[config.mk]
export PLATFORM = sky130hd
export DESIGN_NAME = tfc_front
export DESIGN_NICKNAME = d
export VERILOG_FILES = /design/src/design/tfc_pkg.sv /design/src/design/tfc_front.sv
export SDC_FILE = /design/constraint.sdc
export NUM_CORES = 1
export LEC_CHECK = 0
export BUFFER_PORTS_ARGS = -buffer_cell sky130_fd_sc_hd__clkbuf_2
export CAP_MARGIN = 40
export CORE_UTILIZATION = 45
export CTS_BUF_LIST = sky130_fd_sc_hd__clkbuf_4 sky130_fd_sc_hd__clkbuf_8 sky130_fd_sc_hd__clkbuf_16
export CTS_CLUSTER_SIZE = 40
export DETAILED_ROUTE_END_ITERATION = 10
export GPL_TIMING_DRIVEN = 0
export PLACE_DENSITY_LB_ADDON = 0.05
export SLEW_MARGIN = 40
export SYNTH_ARGS = -nofsm -noshare
export SYNTH_HDL_FRONTEND = slang
export SYNTH_SLANG_ARGS = --single-unit
[constraint.sdc]
create_clock -name clock -period 9.3 [get_ports clock]
set_clock_uncertainty 0.05 [all_clocks]
set_input_delay 0.93 -clock clock [delete_from_list [all_inputs] [get_ports clock]]
set_output_delay 0.93 -clock clock [all_outputs]
set_load 0.02 [all_outputs]
[src/design/tfc_pkg.sv]
package tfc_pkg;

   localparam int EVQ_DEPTH_DEF = 4;
   localparam int RSP_DEPTH_DEF = 4;

   localparam logic [7:0] SYNC_I = 8'h49;
   localparam logic [7:0] SYNC_X = 8'h58;

   localparam logic [15:0] POS_VERSION    = 16'd2;
   localparam logic [15:0] POS_LEN_HI     = 16'd17;
   localparam logic [15:0] POS_LEN_LO     = 16'd18;
   localparam logic [15:0] POS_TIME_FIRST = 16'd19;
   localparam logic [15:0] POS_TIME_LAST  = 16'd22;
   localparam logic [15:0] POS_CNT_FIRST  = 16'd23;
   localparam logic [15:0] POS_CNT_LAST   = 16'd26;
   localparam logic [15:0] HDR_LEN        = 16'd27;
   localparam logic [15:0] MIN_LEN        = 16'd31;
   localparam logic [15:0] SKIP_MAX       = 16'hFFFF;

   localparam logic [7:0]  VERSION_RST  = 8'd5;
   localparam logic [31:0] STEP_MIN_RST = 32'd50;
   localparam logic [31:0] STEP_MAX_RST = 32'd51;
   localparam logic [31:0] REBOOT_RST   = 32'd100;

   typedef enum logic [1:0] {
      CSR_VERSION  = 2'd0,
      CSR_STEP_MIN = 2'd1,
      CSR_STEP_MAX = 2'd2,
      CSR_REBOOT   = 2'd3
   } csr_index_type;

   typedef enum logic [2:0] {
      ST_GOOD         = 3'd0,
      ST_BAD_CHECKSUM = 3'd1,
      ST_BAD_VERSION  = 3'd2,
      ST_BAD_LENGTH   = 3'd3,
      ST_CLEAN_END    = 3'd4,
      ST_TRUNC_END    = 3'd5
   } status_type;

   typedef enum logic [2:0] {
      CLS_IN_ORDER  = 3'd0,
      CLS_DUPLICATE = 3'd1,
      CLS_OUT_OF_SEQ = 3'd2,
      CLS_REBOOT    = 3'd3,
      CLS_GAP       = 3'd4
   } class_type;

   typedef enum logic [1:0] {
      EV_FRAME       = 2'd0,
      EV_BAD_VERSION = 2'd1,
      EV_BAD_LENGTH  = 2'd2,
      EV_END         = 2'd3
   } ev_kind_type;

   // flag: checksum matched for a frame, clean for an end of capture
   typedef struct packed {
      ev_kind_type kind;
      logic        flag;
      logic [31:0] counter;
      logic [31:0] time_val;
      logic [15:0] length;
      logic [15:0] garbage;
   } ev_type;

   typedef struct packed {
      status_type  status;
      class_type   seq_class;
      logic [31:0] counter_value;
      logic [31:0] missing_count;
      logic [31:0] time_delta;
      logic        time_irregular;
      logic [15:0] garbage_bytes;
      logic [15:0] frame_length;
      logic        all_good;
   } rsp_type;

   typedef struct packed {
      logic [7:0]  expected_version;
      logic [31:0] time_step_min;
      logic [31:0] time_step_max;
      logic [31:0] reboot_threshold;
   } cfg_type;

endpackage

[src/design/tfc_front.sv]
module tfc_front (
   input  logic            clock,
   input  logic            reset,
   input  logic            byte_valid,
   input  logic [7:0]      data_byte,
   input  logic            end_mark,
   input  logic [7:0]      expected_version,
   output logic            ev_valid,
   output tfc_pkg::ev_type ev
);

   typedef enum logic [2:0] {
      PH_HUNT  = 3'b001,
      PH_SAW_I = 3'b010,
      PH_BODY  = 3'b100
   } phase_type;

   phase_type   phase_ff, phase_in;
   logic [15:0] pos_ff, pos_in;
   logic [31:0] sum_ff, sum_in;
   logic [15:0] len_ff, len_in;
   logic [31:0] time_ff, time_in;
   logic [31:0] cnt_ff, cnt_in;
   logic [31:0] claim_ff, claim_in;
   logic [15:0] skip_ff, skip_in;

   logic [31:0] claim_shift;
   logic [15:0] len_shift;
   logic [16:0] skip_plus1, skip_plus2;
   logic [15:0] skip_one, skip_two;
   logic [16:0] pos_ext, len_ext;

   assign claim_shift = {claim_ff[23:0], data_byte};
   assign len_shift   = {len_ff[7:0], data_byte};
   assign skip_plus1  = {1'b0, skip_ff} + 17'd1;
   assign skip_plus2  = {1'b0, skip_ff} + 17'd2;
   assign skip_one    = skip_plus1[16] ? tfc_pkg::SKIP_MAX : skip_plus1[15:0];
   assign skip_two    = skip_plus2[16] ? tfc_pkg::SKIP_MAX : skip_plus2[15:0];
   assign pos_ext     = {1'b0, pos_ff};
   assign len_ext     = {1'b0, len_ff};

   always_comb begin
      phase_in = phase_ff;
      pos_in   = pos_ff;
      sum_in   = sum_ff;
      len_in   = len_ff;
      time_in  = time_ff;
      cnt_in   = cnt_ff;
      claim_in = claim_ff;
      skip_in  = skip_ff;
      ev_valid = 1'b0;
      ev       = '0;
      ev.garbage = skip_ff;
      if (byte_valid) begin
         if (end_mark) begin
            ev_valid  = 1'b1;
            ev.kind   = tfc_pkg::EV_END;
            ev.flag   = (phase_ff == PH_HUNT) && (skip_ff == '0);
            ev.length = ((phase_ff == PH_BODY) && (pos_ff > tfc_pkg::POS_LEN_LO)) ?
                        len_ff : '0;
            phase_in  = PH_HUNT;
            pos_in    = '0;
            skip_in   = '0;
         end else begin
            case (phase_ff)
               PH_HUNT: begin
                  if (data_byte == tfc_pkg::SYNC_I) begin
                     phase_in = PH_SAW_I;
                  end else begin
                     skip_in = skip_one;
                  end
               end
               PH_SAW_I: begin
                  if (data_byte == tfc_pkg::SYNC_X) begin
                     phase_in = PH_BODY;
                     pos_in   = 16'd2;
                     sum_in   = 32'(tfc_pkg::SYNC_I) + 32'(tfc_pkg::SYNC_X);
                     len_in   = '0;
                     time_in  = '0;
                     cnt_in   = '0;
                     claim_in = '0;
                  end else if (data_byte == tfc_pkg::SYNC_I) begin
                     skip_in = skip_one;
                  end else begin
                     skip_in  = skip_two;
                     phase_in = PH_HUNT;
                  end
               end
               PH_BODY: begin
                  // trailing four bytes hold the checksum claim, all others are summed
                  if ((pos_ff < tfc_pkg::HDR_LEN) || ((pos_ext + 17'd4) < len_ext)) begin
                     sum_in = sum_ff + 32'(data_byte);
                  end else begin
                     claim_in = claim_shift;
                  end
                  if ((pos_ff == tfc_pkg::POS_VERSION) && (data_byte != expected_version)) begin
                     ev_valid = 1'b1;
                     ev.kind  = tfc_pkg::EV_BAD_VERSION;
                     phase_in = PH_HUNT;
                     pos_in   = '0;
                     skip_in  = '0;
                  end else if ((pos_ff == tfc_pkg::POS_LEN_LO) &&
                               (len_shift < tfc_pkg::MIN_LEN)) begin
                     ev_valid  = 1'b1;
                     ev.kind   = tfc_pkg::EV_BAD_LENGTH;
                     ev.length = len_shift;
                     phase_in  = PH_HUNT;
                     pos_in    = '0;
                     skip_in   = '0;
                  end else if ((pos_ff >= tfc_pkg::HDR_LEN) &&
                               ((pos_ext + 17'd1) == len_ext)) begin
                     ev_valid    = 1'b1;
                     ev.kind     = tfc_pkg::EV_FRAME;
                     ev.flag     = (sum_ff == claim_shift);
                     ev.counter  = cnt_ff;
                     ev.time_val = time_ff;
                     ev.length   = len_ff;
                     phase_in    = PH_HUNT;
                     pos_in      = '0;
                     skip_in     = '0;
                  end else begin
                     pos_in = pos_ff + 16'd1;
                     if ((pos_ff == tfc_pkg::POS_LEN_HI) || (pos_ff == tfc_pkg::POS_LEN_LO)) begin
                        len_in = len_shift;
                     end
                     if ((pos_ff >= tfc_pkg::POS_TIME_FIRST) &&
                         (pos_ff <= tfc_pkg::POS_TIME_LAST)) begin
                        time_in = {time_ff[23:0], data_byte};
                     end
                     if ((pos_ff >= tfc_pkg::POS_CNT_FIRST) &&
                         (pos_ff <= tfc_pkg::POS_CNT_LAST)) begin
                        cnt_in = {cnt_ff[23:0], data_byte};
                     end
                  end
               end
               default: begin
                  phase_in = PH_HUNT;
               end
            endcase
         end
      end
   end

   always_ff @(posedge clock) begin
      if (reset) begin
         phase_ff <= PH_HUNT;
         pos_ff   <= '0;
         skip_ff  <= '0;
      end else begin
         phase_ff <= phase_in;
         pos_ff   <= pos_in;
         skip_ff  <= skip_in;
      end
   end

   always_ff @(posedge clock) begin
      sum_ff   <= sum_in;
      len_ff   <= len_in;
      time_ff  <= time_in;
      cnt_ff   <= cnt_in;
      claim_ff <= claim_in;
   end

endmodule

==> impl_table.tex <==
\begin{tabular}{lr}
\hline
Metric & Value \\
\hline
\multicolumn{2}{l}{\textbf{Floorplanning}} \\
Die ar. & 24300 um2 \\
Die X & about 160 um \\
Overall die height & 156 um \\
Number of standard-cell rows in the floorplan & 55 \\
Floorplan core area & between 20000 and 25000 um2 \\
Count of boundary I/O pins & 120 \\
Initial Util & 0.465 \\
\multicolumn{2}{l}{\textbf{Drt}} \\
Post-detailed-route wirelength per cell & between 15 and 20 um \\
Final wirelength & between 20000 and 30000 um \\
Initial DRT Pass Iterations & 4 \\
Post-route antenna net violation count & 0 \\
DR vias & 8759 \\
DR iter-0 viols & around 620 \\
Number of design rule violations left after detail routing & 0 \\
Mean number of vias per cell & 5.55 \\
\multicolumn{2}{l}{\textbf{Clock network}} \\
Maximum number of buffers from clock root to sink & 2 \\
Post-CTS Resized & 0 \\
Number of setup buffers added after CTS & 0 \\
Quantity of hold-fixing buffers added after cts & 0 \\
Level count of the clock H-tree & 4 \\
Clk\_lat worst skew & between 0.4 and 0.5 ns \\
Clock transition at the registers of the reported paths & 0.08 ns \\
Number of clock sinks & 171 \\
Root buffer cell & sky130\_fd\_sc\_hd\_\_clkbuf\_16 \\
Clock tree from TritonCTS & done \\
Clock buffer count from CTS & 17 \\
\multicolumn{2}{l}{\textbf{Pwr}} \\
Leakage & a little under 5 nW \\
PwrDens & $\sim$130 nW/um2 \\
Max VDD drop & between 100 and 150 uV \\
\multicolumn{2}{l}{\textbf{Timing}} \\
Fin crit share & 0.595 \\
Fmax & $\sim$180 MHz \\
Final number of hold-violating endpoints & 0 \\
Relative slew margins & 0.474 \\
Min setup slack post-route & $\sim$3.8 ns \\
Slew at the pin closest to its max-slew limit & slightly below 0.8 ns \\
Accumulated negative setup slack & 0 ns \\
Time the worst path needs with I/O delays and setup & 5.53 ns \\
Final setup fails & 0 \\
Unrepaired setup endpoints after global routing & no \\
Total count of max-transition violations in the final report & 0 \\
\multicolumn{2}{l}{\textbf{Global routing}} \\
Number of global-route vias before repair & between 8000 and 9000 \\
Number of antenna violations at the first check in global routing & 0 \\
Overflow left after global routing & 0 \\
Global-route wire length before repair & around 46000 um \\
Maximum number of pins on one net before global-route repair & 33 \\
Total routing resource utilization after global routing & 0.246 \\
\multicolumn{2}{l}{\textbf{Logic synthesis}} \\
Post-synthesis net count & between 1000 and 1500 \\
Synthesized netlist cell count & between 1000 and 1500 \\
Proportion of synthesized chip area in sequential cells & 0.449 \\
Area share of the largest cell type after synthesis & 0.383 \\
Combined area of all synthesized cells & 10700 um2 \\
Share of synthesized flip-flops with an asynchronous set or reset & 0 \\
Number of enable-type register cells in the synthesized netlist & $\sim$140 \\
Top cells by area in the synthesized netlist & sky130\_fd\_sc\_hd\_\_edfxtp\_1, sky130\_fd\_sc\_hd\_\_dfxtp\_1, sky130\_fd\_sc\_hd\_\_and3\_1, sky130\_fd\_sc\_hd\_\_and2\_1, sky130\_fd\_sc\_hd\_\_ha\_1 \\
Post-synthesis cell type with the largest combined area & sky130\_fd\_sc\_hd\_\_edfxtp\_1 \\
Synthesized flop and latch total & 171 \\
Syn. warnings & 0 \\
Netlist cell types & 70 \\
Dominant register cell in the synthesized netlist & sky130\_fd\_sc\_hd\_\_edfxtp\_1 \\
Avg Synthesized Cell Area & approximately 9.6 um2 \\
\multicolumn{2}{l}{\textbf{Placed design}} \\
IO buf count & roughly 120 \\
Placement Setup Slack & between 4 and 5 ns \\
Routability Congestion & 0.896 \\
Half-perimeter wire length of the detailed placement result & between 20000 and 25000 um \\
\multicolumn{2}{l}{\textbf{Worst setup path}} \\
CP required & approximately 8.3 ns \\
Family with the most delay on the worst path & simple AND/OR/NAND/NOR gates \\
Nature of the critical path startpoint & register \\
WP data arrival & between 4 and 5 ns \\
Critical path, cell by cell & clkbuf\_1 -> nand3\_1 -> xnor2\_1 -> a2111o\_1 -> a2111o\_1 -> nor4\_4 -> nand2b\_4 -> nor3\_4 -> clkbuf\_2 -> and2\_1 -> clkbuf\_2 \\
Highest net fanout along the worst path & 10 \\
Endpoint class of the critical path & output port \\
CP max stage delay & around 0.67 ns \\
Type of the worst setup path & reg -> out \\
Buf+Inv Stages, Crit Path & 3 \\
Worst-path cell with the longest stage delay & sky130\_fd\_sc\_hd\_\_nor4\_4 \\
\multicolumn{2}{l}{\textbf{Cells and area}} \\
Filler instances & $\sim$2100 \\
Commonest non-fill, non-tap cells in the layout & sky130\_fd\_sc\_hd\_\_edfxtp\_1, sky130\_fd\_sc\_hd\_\_clkbuf\_2, sky130\_fd\_sc\_hd\_\_and3\_1 \\
Antenna Cells & 0 \\
Number of nets in the finished design & approximately 1300 \\
Area growth from synthesis to layout & 16.5\% \\
Most frequent standard cell in the layout excluding fill and tap cells & sky130\_fd\_sc\_hd\_\_edfxtp\_1 \\
Proportion of layout cells with a drive suffix above 1 & 0.156 \\
\multicolumn{2}{l}{\textbf{Hold path}} \\
HP Class & reg -> reg \\
\multicolumn{2}{l}{\textbf{Outcome}} \\
Status & complete, no violations \\
\multicolumn{2}{l}{\textbf{Flow run}} \\
Total of max-cap violations & 0 \\
\hline
\end{tabular}
==> cell usage after synthesis, types with 22 or more instances <==
cell type / n
sky130_fd_sc_hd__edfxtp_1: 136
sky130_fd_sc_hd__and3_1: 90
sky130_fd_sc_hd__nand2_1: 85
sky130_fd_sc_hd__and2_1: 84
sky130_fd_sc_hd__clkbuf_1: 60
sky130_fd_sc_hd__a21oi_1: 56
sky130_fd_sc_hd__o21ai_0: 52
sky130_fd_sc_hd__xnor2_1: 51
sky130_fd_sc_hd__nor2_1: 47
sky130_fd_sc_hd__inv_1: 40
sky130_fd_sc_hd__ha_1: 37
sky130_fd_sc_hd__dfxtp_1: 35
sky130_fd_sc_hd__xor2_1: 34
sky130_fd_sc_hd__nand3_1: 28
sky130_fd_sc_hd__nand4_1: 23
sky130_fd_sc_hd__nor3_1: 22
sky130_fd_sc_hd__nor4_1: 22
==> where the power goes <==
part           internal (W)  leakage [nW]  total (W)  switching, W
Combinational     0.0000195          3.01  0.0000605     0.0000411
Sequential         0.000814          1.56   0.000815    0.00000160
Clock              0.000362         0.285   0.000726      0.000363
Total               0.00120          4.85    0.00160      0.000406
==> routing by layer <==
layer  routed length, um  track usage
met4                 638       0.0789
met3                1450       0.0300
met2               13000        0.378
met1               14000        0.358
met5                   0            0
==> state kept, by name, summed over array words and instances (netlist names) <==
name,count
phase_ff,3
sum_ff,32
len_ff,16
time_ff,32
cnt_ff,32
skip_ff,16
pos_ff,16
claim_ff,24
==> worst paths after layout <==
path | end | slack [ns] | startpoint | cells past startpoint
worst max register to register | sum_ff[17] | 4.72 | pos_ff[2] | 14
worst min-delay path | phase_ff[0] | 0.44 | phase_ff[0] | 2
worst max-delay path | ev[68] | 3.77 | pos_ff[1] | 11
worst min register to register | phase_ff[0] | 0.44 | phase_ff[0] | 2
==> worst register-to-register path: stages, from the launching register on <==
cell                       delay [ns]
sky130_fd_sc_hd__dfxtp_1         0.40
sky130_fd_sc_hd__buf_2           0.22
sky130_fd_sc_hd__nand3_1         0.26
sky130_fd_sc_hd__clkbuf_1        0.34
sky130_fd_sc_hd__nor3_1          0.32
sky130_fd_sc_hd__xor2_1          0.20
sky130_fd_sc_hd__ha_1            0.26
sky130_fd_sc_hd__nand4_1         0.13
sky130_fd_sc_hd__nor2_1          0.07
sky130_fd_sc_hd__o21ai_0         0.08
sky130_fd_sc_hd__a21oi_1         0.09
sky130_fd_sc_hd__o31a_1          0.30
sky130_fd_sc_hd__o21a_1          0.16
sky130_fd_sc_hd__o21ai_0         0.57
sky130_fd_sc_hd__a21o_2          0.76
==> metrics by stage <==
| stage | total power (W) | util | cells | hold WS [ns] | instance area (um2) |
|---|---|---|---|---|---|
| floorplan | 0.000870 | - | 1108 | 0.402 | 10700 |
| global placement | 0.000892 | 0.509 | 1540 | 0.418 | 11700 |
| detailed placement | 0.000892 | 0.516 | 1547 | 0.433 | 11800 |
| CTS | 0.00160 | 0.542 | 1579 | 0.443 | 12400 |
| global route | 0.00164 | 0.542 | 1579 | 0.474 | 12400 |
| finish | 0.00160 | 0.542 | 1579 | 0.442 | 12400 |
==> cell type report <==
cell class                      instances  area [um2]  area share
Inverter                               40         150      0.0121
Timing Repair Buffer                  126         724      0.0583
Tap cell                              313         392      0.0315
Clock buffer                           17         425      0.0342
Sequential cell                       171        4780       0.385
Multi-Input combinational cell        815        5410       0.436
Clock inverter                         15         168      0.0135
Buffer                                 82         367      0.0295
==> logic make-up (layout without fill, tap and decap cells) <==
| logic type | after synthesis | after routing | share of synthesized area |
|---|---|---|---|
| mux | 13 | 13 | 0.0123 |
| xor+xnor | 86 | 86 | 0.0713 |
| buf+inv | 122 | 280 | 0.0484 |
| compound gates | 201 | 201 | 0.121 |
| fa+ha+maj | 38 | 38 | 0.0453 |
| simple gates | 477 | 477 | 0.253 |
| flops | 171 | 171 | 0.449 |
No activity file was read; power rests on OpenSTA's default activity.
